**src/sv/s2c_pkg.sv**
```systemverilog
// ============================================================================
// s2c_pkg
// Shared types, constants and the arctangent table for the spherical to
// Cartesian converter.
// ============================================================================
package s2c_pkg;

    // angle and vector formats inside the CORDIC
    localparam int DEG_FRAC = 24;
    localparam int VEC_FRAC = 30;
    localparam int STEP_W   = 5;

    localparam logic signed [32:0] CORDIC_GAIN    = 33'sd652032874;
    localparam logic [32:0]        RAD_TO_DEG_Q24 = 33'd961263669;

    // multiplier sequence, one step per cycle
    localparam logic [STEP_W-1:0] MUL_RS_PROD = 5'd0;
    localparam logic [STEP_W-1:0] MUL_Z_PROD  = 5'd1;
    localparam logic [STEP_W-1:0] MUL_X_PROD  = 5'd2;
    localparam logic [STEP_W-1:0] MUL_Y_PROD  = 5'd3;
    localparam logic [STEP_W-1:0] MUL_Y_DONE  = 5'd4;

    typedef struct packed {
        logic              accept;
        logic              load;
        logic              rotate;
        logic              trig;
        logic              mul;
        logic              out_load;
        logic [STEP_W-1:0] step;
    } s2c_cmd_t;

    typedef struct packed {
        logic out_free;
    } s2c_status_t;

    // atan(2^-i) in degrees, Q24
    function automatic logic signed [32:0] atan_step(input logic [STEP_W-1:0] i);
        logic [32:0] sum;
        logic [32:0] res;
        sum = RAD_TO_DEG_Q24 + (33'd1 << (i - 5'd1));
        case (i)
            5'd0:    res = 33'd754974720;
            5'd1:    res = 33'd445687602;
            5'd2:    res = 33'd235489088;
            5'd3:    res = 33'd119537938;
            5'd4:    res = 33'd60000934;
            5'd5:    res = 33'd30029717;
            5'd6:    res = 33'd15018523;
            5'd7:    res = 33'd7509720;
            5'd8:    res = 33'd3754917;
            5'd9:    res = 33'd1877466;
            default: res = sum >> i;
        endcase
        return $signed(res);
    endfunction

endpackage

```
**src/sv/spherical_to_cartesian.sv**
```systemverilog
// ============================================================================
// spherical_to_cartesian
// Each item passes through the accept cycle, CORDIC load, TRIG_BITS + 2
// rotations, trig rounding, five multiplier steps and the hand-off to the
// output register; the next input transfer is taken only after that hand-off.
// A result waiting in the output register does not block the next input
// transfer; a second finished result does.
// Reset: asynchronous, active low; held radius 1.0, held angles zero.
// ============================================================================
module spherical_to_cartesian #(
    parameter int ANGLE_FRAC_BITS  = 6,
    parameter int RADIUS_FRAC_BITS = 16,
    parameter int TRIG_BITS        = 16
) (
    input  logic        clk,
    input  logic        rst_n,
    input  logic        s_axis_tvalid,
    output logic        s_axis_tready,
    input  logic [63:0] s_axis_tdata,   // radius[31:0], polar_angle, azimuth_angle
    output logic        m_axis_tvalid,
    input  logic        m_axis_tready,
    output logic [95:0] m_axis_tdata,   // x_coord[31:0], y_coord, z_coord
    output logic [2:0]  m_axis_tuser    // radius_ok, polar_ok, azimuth_ok
);
    import s2c_pkg::*;

    s2c_cmd_t    cmd;
    s2c_status_t status;

    s2c_ctrl #(
        .TRIG_BITS (TRIG_BITS)
    ) u_ctrl (
        .clk      (clk),
        .rst_n    (rst_n),
        .in_valid (s_axis_tvalid),
        .in_ready (s_axis_tready),
        .status   (status),
        .cmd      (cmd)
    );

    s2c_dp #(
        .ANGLE_FRAC_BITS  (ANGLE_FRAC_BITS),
        .RADIUS_FRAC_BITS (RADIUS_FRAC_BITS),
        .TRIG_BITS        (TRIG_BITS)
    ) u_dp (
        .clk       (clk),
        .rst_n     (rst_n),
        .cmd       (cmd),
        .status    (status),
        .in_data   (s_axis_tdata),
        .out_data  (m_axis_tdata),
        .out_user  (m_axis_tuser),
        .out_valid (m_axis_tvalid),
        .out_ready (m_axis_tready)
    );

    // one item in flight: busy right after a transfer
    a_busy_after_accept: assert property (@(posedge clk) disable iff (!rst_n)
        s_axis_tvalid && s_axis_tready |=> !s_axis_tready)
        else $error("input ready while an item is in flight");

    // a new result comes only at the end of the sequence
    a_result_at_end: assert property (@(posedge clk) disable iff (!rst_n)
        $rose(m_axis_tvalid) |-> s_axis_tready && $past(!s_axis_tready))
        else $error("result appeared outside the end of a sequence");

    // at most one command phase per cycle
    a_cmd_exclusive: assert property (@(posedge clk) disable iff (!rst_n)
        $onehot0({cmd.accept, cmd.load, cmd.rotate, cmd.trig, cmd.mul, cmd.out_load}))
        else $error("overlapping controller commands");

endmodule

```
**src/sv/s2c_cordic.sv**
```systemverilog
// ============================================================================
// s2c_cordic
// One iterative rotation-mode CORDIC lane: quadrant split on load, one
// rotation per cycle, then rounding, clamping and quadrant mapping.
// ============================================================================
module s2c_cordic #(
    parameter int ANGLE_FRAC_BITS = 6,
    parameter int TRIG_BITS       = 16,
    parameter int ANGLE_W         = 15
) (
    input  logic                         clk,
    input  logic                         load,
    input  logic                         rotate,
    input  logic                         finish,
    input  logic [s2c_pkg::STEP_W-1:0]   step,
    input  logic [ANGLE_W-1:0]           angle,
    output logic signed [TRIG_BITS+1:0]  sin_val,
    output logic signed [TRIG_BITS+1:0]  cos_val
);
    import s2c_pkg::*;

    localparam int Q90   = 90 << ANGLE_FRAC_BITS;
    localparam int REM_W = $clog2(Q90);
    localparam int SH    = VEC_FRAC - TRIG_BITS;
    localparam int TW    = TRIG_BITS + 2;

    localparam logic signed [33:0] HALF_V  = 34'sd1 <<< (SH - 1);
    localparam logic signed [33:0] ONE_V   = 34'sd1 <<< TRIG_BITS;
    localparam logic signed [33:0] NONE_V  = -ONE_V;
    localparam logic signed [TW-1:0] ONE_T = TW'(ONE_V);

    logic [16:0]        angle_ext;
    logic [16:0]        sub;
    logic [1:0]         quad;
    logic [REM_W-1:0]   rem;

    logic signed [32:0] x_reg, y_reg, z_reg;
    logic [1:0]         quad_reg;
    logic               zero_reg;
    logic signed [TW-1:0] sin_reg, cos_reg;

    logic signed [32:0] dx, dy, at;
    logic signed [33:0] x_sum, y_sum, x_sh, y_sh;
    logic signed [TW-1:0] c_rnd, s_rnd, c_v, s_v, c_map, s_map;

    assign angle_ext = 17'(angle);

    // quadrant split by compares against multiples of 90 degrees
    always_comb
    begin
        if (angle_ext >= 17'(4 * Q90))
        begin
            quad = 2'd0;
            sub  = 17'(4 * Q90);
        end
        else if (angle_ext >= 17'(3 * Q90))
        begin
            quad = 2'd3;
            sub  = 17'(3 * Q90);
        end
        else if (angle_ext >= 17'(2 * Q90))
        begin
            quad = 2'd2;
            sub  = 17'(2 * Q90);
        end
        else if (angle_ext >= 17'(Q90))
        begin
            quad = 2'd1;
            sub  = 17'(Q90);
        end
        else
        begin
            quad = 2'd0;
            sub  = 17'd0;
        end
        rem = REM_W'(angle_ext - sub);
    end

    assign dx = y_reg >>> step;
    assign dy = x_reg >>> step;
    assign at = atan_step(step);

    // round half up to TRIG_BITS fraction bits, clamp to [-1, 1]
    always_comb
    begin
        x_sum = 34'(x_reg) + HALF_V;
        y_sum = 34'(y_reg) + HALF_V;
        x_sh  = x_sum >>> SH;
        y_sh  = y_sum >>> SH;
        if (x_sh > ONE_V)
            c_rnd = TW'(ONE_V);
        else if (x_sh < NONE_V)
            c_rnd = TW'(NONE_V);
        else
            c_rnd = TW'(x_sh);
        if (y_sh > ONE_V)
            s_rnd = TW'(ONE_V);
        else if (y_sh < NONE_V)
            s_rnd = TW'(NONE_V);
        else
            s_rnd = TW'(y_sh);
        // exact axis: skip the CORDIC residue
        c_v = zero_reg ? ONE_T : c_rnd;
        s_v = zero_reg ? '0 : s_rnd;
        case (quad_reg)
            2'd0:
            begin
                c_map = c_v;
                s_map = s_v;
            end
            2'd1:
            begin
                c_map = -s_v;
                s_map = c_v;
            end
            2'd2:
            begin
                c_map = -c_v;
                s_map = -s_v;
            end
            default:
            begin
                c_map = s_v;
                s_map = -c_v;
            end
        endcase
    end

    always_ff @(posedge clk)
    begin
        if (load)
        begin
            x_reg    <= CORDIC_GAIN;
            y_reg    <= '0;
            z_reg    <= $signed(33'(rem) << (DEG_FRAC - ANGLE_FRAC_BITS));
            quad_reg <= quad;
            zero_reg <= (rem == '0);
        end
        else if (rotate)
        begin
            if (!z_reg[32])
            begin
                x_reg <= x_reg - dx;
                y_reg <= y_reg + dy;
                z_reg <= z_reg - at;
            end
            else
            begin
                x_reg <= x_reg + dx;
                y_reg <= y_reg - dy;
                z_reg <= z_reg + at;
            end
        end
        if (finish)
        begin
            sin_reg <= s_map;
            cos_reg <= c_map;
        end
    end

    assign sin_val = sin_reg;
    assign cos_val = cos_reg;

endmodule

```
**src/sv/s2c_dp.sv**
```systemverilog
// ============================================================================
// s2c_dp
// Datapath: range checks and held values, two CORDIC lanes, one shared
// multiplier with rounding and saturation, and the output register.
// ============================================================================
module s2c_dp #(
    parameter int ANGLE_FRAC_BITS  = 6,
    parameter int RADIUS_FRAC_BITS = 16,
    parameter int TRIG_BITS        = 16
) (
    input  logic                   clk,
    input  logic                   rst_n,
    input  s2c_pkg::s2c_cmd_t      cmd,
    output s2c_pkg::s2c_status_t   status,
    input  logic [63:0]            in_data,
    output logic [95:0]            out_data,
    output logic [2:0]             out_user,
    output logic                   out_valid,
    input  logic                   out_ready
);
    import s2c_pkg::*;

    localparam int POLAR_MAX = 180 << ANGLE_FRAC_BITS;
    localparam int AZIM_MAX  = 360 << ANGLE_FRAC_BITS;
    localparam int POLAR_W   = (POLAR_MAX > 32767) ? 15 : $clog2(POLAR_MAX + 1);
    localparam int AZIM_W    = (AZIM_MAX > 32767) ? 15 : $clog2(AZIM_MAX + 1);
    localparam int TW        = TRIG_BITS + 2;
    localparam int PW        = 32 + TW;

    localparam logic [30:0]          RADIUS_ONE = 31'(1) << RADIUS_FRAC_BITS;
    localparam logic signed [PW:0]   HALF_P     = (PW+1)'(1) <<< (TRIG_BITS - 1);
    localparam logic signed [PW:0]   MAX_P      = (PW+1)'(32'sh7fff_ffff);
    localparam logic signed [PW:0]   MIN_P      = (PW+1)'(32'sh8000_0000);

    logic signed [31:0] in_radius;
    logic signed [15:0] in_polar, in_azim;
    logic               r_ok, p_ok, a_ok;

    logic [30:0]          held_radius_reg;
    logic [POLAR_W-1:0]   held_polar_reg;
    logic [AZIM_W-1:0]    held_azim_reg;
    logic                 r_ok_reg, p_ok_reg, a_ok_reg;

    logic signed [TW-1:0] sp, cp, sa, ca;

    logic signed [31:0]   mul_a;
    logic signed [TW-1:0] mul_b;
    logic signed [PW-1:0] mul_p;
    logic signed [PW-1:0] prod_reg;
    logic signed [PW:0]   rsum, rsh;
    logic signed [31:0]   rnd;
    logic signed [31:0]   rs_reg, x_reg, y_reg, z_reg;

    logic [95:0] out_data_reg;
    logic [2:0]  out_user_reg;
    logic        out_valid_reg;

    assign in_radius = $signed(in_data[31:0]);
    assign in_polar  = $signed(in_data[47:32]);
    assign in_azim   = $signed(in_data[63:48]);

    assign r_ok = !in_radius[31] && (in_radius != '0);
    assign p_ok = !in_polar[15] && (17'(in_polar[14:0]) <= 17'(POLAR_MAX));
    assign a_ok = !in_azim[15] && (17'(in_azim[14:0]) <= 17'(AZIM_MAX));

    always_ff @(posedge clk or negedge rst_n)
    begin
        if (!rst_n)
        begin
            held_radius_reg <= RADIUS_ONE;
            held_polar_reg  <= '0;
            held_azim_reg   <= '0;
        end
        else if (cmd.accept)
        begin
            if (r_ok)
                held_radius_reg <= in_radius[30:0];
            if (p_ok)
                held_polar_reg <= in_polar[POLAR_W-1:0];
            if (a_ok)
                held_azim_reg <= in_azim[AZIM_W-1:0];
        end
    end

    always_ff @(posedge clk)
    begin
        if (cmd.accept)
        begin
            r_ok_reg <= r_ok;
            p_ok_reg <= p_ok;
            a_ok_reg <= a_ok;
        end
    end

    s2c_cordic #(
        .ANGLE_FRAC_BITS (ANGLE_FRAC_BITS),
        .TRIG_BITS       (TRIG_BITS),
        .ANGLE_W         (POLAR_W)
    ) u_polar (
        .clk     (clk),
        .load    (cmd.load),
        .rotate  (cmd.rotate),
        .finish  (cmd.trig),
        .step    (cmd.step),
        .angle   (held_polar_reg),
        .sin_val (sp),
        .cos_val (cp)
    );

    s2c_cordic #(
        .ANGLE_FRAC_BITS (ANGLE_FRAC_BITS),
        .TRIG_BITS       (TRIG_BITS),
        .ANGLE_W         (AZIM_W)
    ) u_azim (
        .clk     (clk),
        .load    (cmd.load),
        .rotate  (cmd.rotate),
        .finish  (cmd.trig),
        .step    (cmd.step),
        .angle   (held_azim_reg),
        .sin_val (sa),
        .cos_val (ca)
    );

    // operand select for the shared multiplier
    always_comb
    begin
        case (cmd.step)
            MUL_RS_PROD:
            begin
                mul_a = $signed({1'b0, held_radius_reg});
                mul_b = sp;
            end
            MUL_X_PROD:
            begin
                mul_a = rs_reg;
                mul_b = ca;
            end
            MUL_Y_PROD:
            begin
                mul_a = rs_reg;
                mul_b = sa;
            end
            default:
            begin
                mul_a = $signed({1'b0, held_radius_reg});
                mul_b = cp;
            end
        endcase
        mul_p = mul_a * mul_b;
    end

    // round half up back to the radius format, saturate to 32 bits
    always_comb
    begin
        rsum = (PW+1)'(prod_reg) + HALF_P;
        rsh  = rsum >>> TRIG_BITS;
        if (rsh > MAX_P)
            rnd = 32'sh7fff_ffff;
        else if (rsh < MIN_P)
            rnd = 32'sh8000_0000;
        else
            rnd = 32'(rsh);
    end

    // after the first step, each step rounds the previous product; all but the last also form the next one
    always_ff @(posedge clk)
    begin
        if (cmd.mul)
        begin
            prod_reg <= mul_p;
            case (cmd.step)
                MUL_Z_PROD: rs_reg <= rnd;
                MUL_X_PROD: z_reg  <= rnd;
                MUL_Y_PROD: x_reg  <= rnd;
                MUL_Y_DONE: y_reg  <= rnd;
                default:    ;
            endcase
        end
    end

    always_ff @(posedge clk or negedge rst_n)
    begin
        if (!rst_n)
            out_valid_reg <= 1'b0;
        else if (cmd.out_load)
            out_valid_reg <= 1'b1;
        else if (out_ready)
            out_valid_reg <= 1'b0;
    end

    always_ff @(posedge clk)
    begin
        if (cmd.out_load)
        begin
            out_data_reg <= {z_reg, y_reg, x_reg};
            out_user_reg <= {a_ok_reg, p_ok_reg, r_ok_reg};
        end
    end

    assign status.out_free = !out_valid_reg || out_ready;
    assign out_data        = out_data_reg;
    assign out_user        = out_user_reg;
    assign out_valid       = out_valid_reg;

endmodule

```
**src/sv/s2c_ctrl.sv**
```systemverilog
// ============================================================================
// s2c_ctrl
// Controller: sequences accept, CORDIC load and rotations, trig rounding,
// the multiplier steps and the hand-off to the output register.
// ============================================================================
module s2c_ctrl #(
    parameter int TRIG_BITS = 16
) (
    input  logic                  clk,
    input  logic                  rst_n,
    input  logic                  in_valid,
    output logic                  in_ready,
    input  s2c_pkg::s2c_status_t  status,
    output s2c_pkg::s2c_cmd_t     cmd
);
    import s2c_pkg::*;

    localparam logic [STEP_W-1:0] ROT_LAST = STEP_W'(TRIG_BITS + 1);

    typedef enum logic [5:0] {
        ST_IDLE = 6'b000001,
        ST_LOAD = 6'b000010,
        ST_ROT  = 6'b000100,
        ST_TRIG = 6'b001000,
        ST_MUL  = 6'b010000,
        ST_DONE = 6'b100000
    } state_t;

    state_t            state_reg, state_next;
    logic [STEP_W-1:0] step_reg, step_next;

    always_comb
    begin
        state_next = state_reg;
        step_next  = step_reg;
        cmd        = '0;
        cmd.step   = step_reg;
        unique case (state_reg)
            ST_IDLE:
            begin
                if (in_valid)
                begin
                    cmd.accept = 1'b1;
                    state_next = ST_LOAD;
                end
            end
            ST_LOAD:
            begin
                cmd.load   = 1'b1;
                step_next  = '0;
                state_next = ST_ROT;
            end
            ST_ROT:
            begin
                cmd.rotate = 1'b1;
                if (step_reg == ROT_LAST)
                    state_next = ST_TRIG;
                else
                    step_next = step_reg + 1'b1;
            end
            ST_TRIG:
            begin
                cmd.trig   = 1'b1;
                step_next  = MUL_RS_PROD;
                state_next = ST_MUL;
            end
            ST_MUL:
            begin
                cmd.mul = 1'b1;
                if (step_reg == MUL_Y_DONE)
                    state_next = ST_DONE;
                else
                    step_next = step_reg + 1'b1;
            end
            ST_DONE:
            begin
                if (status.out_free)
                begin
                    cmd.out_load = 1'b1;
                    state_next   = ST_IDLE;
                end
            end
            default:
            begin
                state_next = ST_IDLE;
            end
        endcase
    end

    always_ff @(posedge clk or negedge rst_n)
    begin
        if (!rst_n)
        begin
            state_reg <= ST_IDLE;
            step_reg  <= '0;
        end
        else
        begin
            state_reg <= state_next;
            step_reg  <= step_next;
        end
    end

    assign in_ready = (state_reg == ST_IDLE);

endmodule

```
**config.mk**
```make
export PLATFORM = sky130hd
export DESIGN_NAME = spherical_to_cartesian
export DESIGN_NICKNAME = d
export VERILOG_FILES = /design/src/sv/s2c_pkg.sv /design/src/sv/spherical_to_cartesian.sv /design/src/sv/s2c_cordic.sv /design/src/sv/s2c_dp.sv /design/src/sv/s2c_ctrl.sv
export SDC_FILE = /design/constraint.sdc
export NUM_CORES = 2
export LEC_CHECK = 0
export BUFFER_PORTS_ARGS = -buffer_cell sky130_fd_sc_hd__buf_2
export CORE_ASPECT_RATIO = 1.1
export CORE_MARGIN = 4
export CORE_UTILIZATION = 25
export DETAILED_ROUTE_END_ITERATION = 10
export PLACE_DENSITY = 0.47
export SLEW_MARGIN = 25
export SYNTH_ARGS = -nofsm -noshare
export SYNTH_HDL_FRONTEND = slang
export SYNTH_HIERARCHICAL = 1
export SYNTH_SLANG_ARGS = --single-unit
```
**constraint.sdc**
```tcl
create_clock -name clk -period 20.4 [get_ports clk]
set_clock_uncertainty 0.05 [all_clocks]
set_input_delay 1.02 -clock clk [delete_from_list [all_inputs] [get_ports clk]]
set_output_delay 1.02 -clock clk [all_outputs]
set_load 0.1 [all_outputs]
```
==> impl_metrics.toml <==
[setup_path]
worst_setup_path_end_kind = "register"
path_max_fanout = 63
crit_start = "u_ctrl/step_reg[3]"
arrival_ns = 10.04
startpoint_type = "register"
r2r-start = "u_ctrl/step_reg[3]"
cp.required_ns = 20.77
critPathKind = "register to register"

[placed_design]
dp_hpwl_um = 214000
dp_worst_setup_slack_ns = 10.69
gp_congestion = 0.927
port-buffer-count = 168
dp.cells = 12200

[layout]
nets = 9327
largest_reg_flops = 96
area_growth_pct = 10.2
final_cells = 12300
layout_common_cells = "nand2_1 (879), nor2_1 (829), inv_1 (776), fa_1 (560), a21oi_1 (465)"
layout_commonest_cell = "nand2_1"
drive_gt1_share_pct = 10.9

[cts]
clock-sinks = 613
cts.reportedPaths.clkPinSlew_ns = 0.07
cts_tree = "yes"
cts_buffers = 79
post_cts_buffers = 0
htree_levels = 3
cts_buffer_depth = 3
clkLatencyLatePin_ns = 0.75
cts_root_buf = "clkbuf_16"
cts_hold_buf = 0
post_cts_resized = 0

[floorplan]
rows = 210
die_w_um = 529
initial_core_util_pct = 25.1
die_area_um2 = 307000
pin_count = 169
core_area_um2 = 297000
die_height_um = 581

[route]
ant_nets = 0
wire_per_inst_um = 22.6
first_pass_iters = 7
drc = 0
dr.first_iter.drc_count = 5870
vias = 65300
finalWirelength_um = 279000
vias_per_cell = 5.29

[synthesis]
seq_area_frac_synth_pct = 21.9
synthesis.area_um2 = 74600
synth_nets = 9449
synth_seq_cells = 613
syn_avg_cell_area_um2 = 8.80
synth_edf_count = 369
synthArstFlopShare_pct = 11.7
syn-instance-count = 8471
synth.distinct_cells = 134
synthFlopType = "edfxtp_1"
yosysWarnings = 6

[grt]
grt_max_degree = 134
grt.total_usage_pct = 17.5
grt_antenna_before_repair = 5
grt_overflow = 0
first_global_vias = 65200
grt_pass1_wl_um = 419000

[timing]
finalSetupViolations = 0
period_minus_slack_ns = 9.67
drv_slew = 0
fin_crit_sh_pct = 47.4
tightest_slew_ns = 1.22
holdWs_ns = 0.170
rsz0062_at_grt = "no"
layout_setup_ws_ns = 10.73
fin_tns_setup_ns = 0
hold_violations = 0
slew_headroom_pct = 16.8
max_freq_ghz = 0.103

[worst_hold_path]
hold_path.class = "input port to asynchronous set/reset pin"

[outcome]
status = "complete, no violations"

[job]
cap_viol_max_count = 0
## synthesized netlist by cell type, drive strengths merged (70+ instances only)
cell type  count  area share, %
dfrtp         70            2.3
mux4         154            4.7
nand2        883            4.5
a211oi        93           0.97
a21oi        470            3.2
and3          74           0.62
clkbuf       340            1.7
dfxtp        172            4.6
mux2         130            2.0
edfxtp       369             15
o21ai        402            2.7
xor2         212            2.5
nand2b        85           0.71
ha           350            5.9
o21a          78           0.79
nand3        166            1.1
mux2i        257            3.5
inv          783            3.9
buf          188            1.5
a21o          94           0.95
a31oi         96           0.81
nor3         159            1.1
nor2         836            4.2
fa           560             15
xnor2        296            3.5
## layer usage
| layer | GRT usage, % | wire length, µm | vias up |
|---|---|---|---|
| li1 | - | - | 29600 |
| met1 | 23.2 | 120000 | 32800 |
| met2 | 29.4 | 131000 | 2382 |
| met3 | 2.28 | 16200 | 477 |
| met4 | 6.20 | 11000 | 0 |
| met5 | 0 | 0 | - |
## final timing paths
path | endpoint | slack, ns | cells past startpoint
worst max-delay path | u_dp/prod_reg[48] | 10.73 | 23
worst min-delay path | u_dp/held_radius_reg[23] | 0.17 | 1
worst max register to register | u_dp/prod_reg[48] | 10.73 | 23
worst min register to register | u_dp/out_data[89] | 0.32 | 0
max in group asynchronous | u_ctrl/step_reg[1] | 18.84 | 2
min in group clk | u_dp/out_data[89] | 0.32 | 0
## stage by stage
| stage | util [%] | cell area, µm² |
|---|---|---|
| CTS | 27.6 | 82100 |
| floorplan | - | 74600 |
| global route | 27.7 | 82200 |
| finish | 27.7 | 82200 |
| detailed placement | 26.7 | 79500 |
| global placement | 26.7 | 79400 |
## worst max-delay path: stages (launching register included)
cell,delay [ns]
dfrtp_4,0.69
or4b_4,0.95
o211ai_2,0.45
and2_1,0.85
nand2_1,0.18
fa_1,0.55
fa_1,0.53
fa_1,0.51
inv_1,0.06
fa_1,0.49
fa_1,0.49
inv_1,0.05
fa_1,0.49
inv_1,0.05
ha_1,0.37
a21o_1,0.23
o21bai_1,0.19
a21oi_1,0.28
o21ai_0,0.33
o41ai_1,0.77
a31oi_1,0.24
a21oi_1,0.28
o21ai_1,0.10
xor2_1,0.15
## layout make-up
type / instances / area (µm²)
diodes: 4 / 10.0
clock buffers: 105 / 2180
clock inverters: 42 / 473
fillers: 31600 / 215000
inverters: 795 / 2990
multi-input cells: 6535 / 53100
flip-flops and latches: 613 / 16300
well taps: 3922 / 4910
repair buffers: 325 / 2160
## logic make-up after synthesis
logic type,synth area share [%]
AND/OR/NAND/NOR,16.7
AO/OA/AOI/OAI,17.1
buffers and inverters,7.20
adder cells (fa/ha/maj),20.9
flip-flops,21.9
multiplexers,10.1
XOR/XNOR,6.04
Power is not shown: default switching activity piles up to over one toggle a cycle in this logic, so the estimate is an artifact.
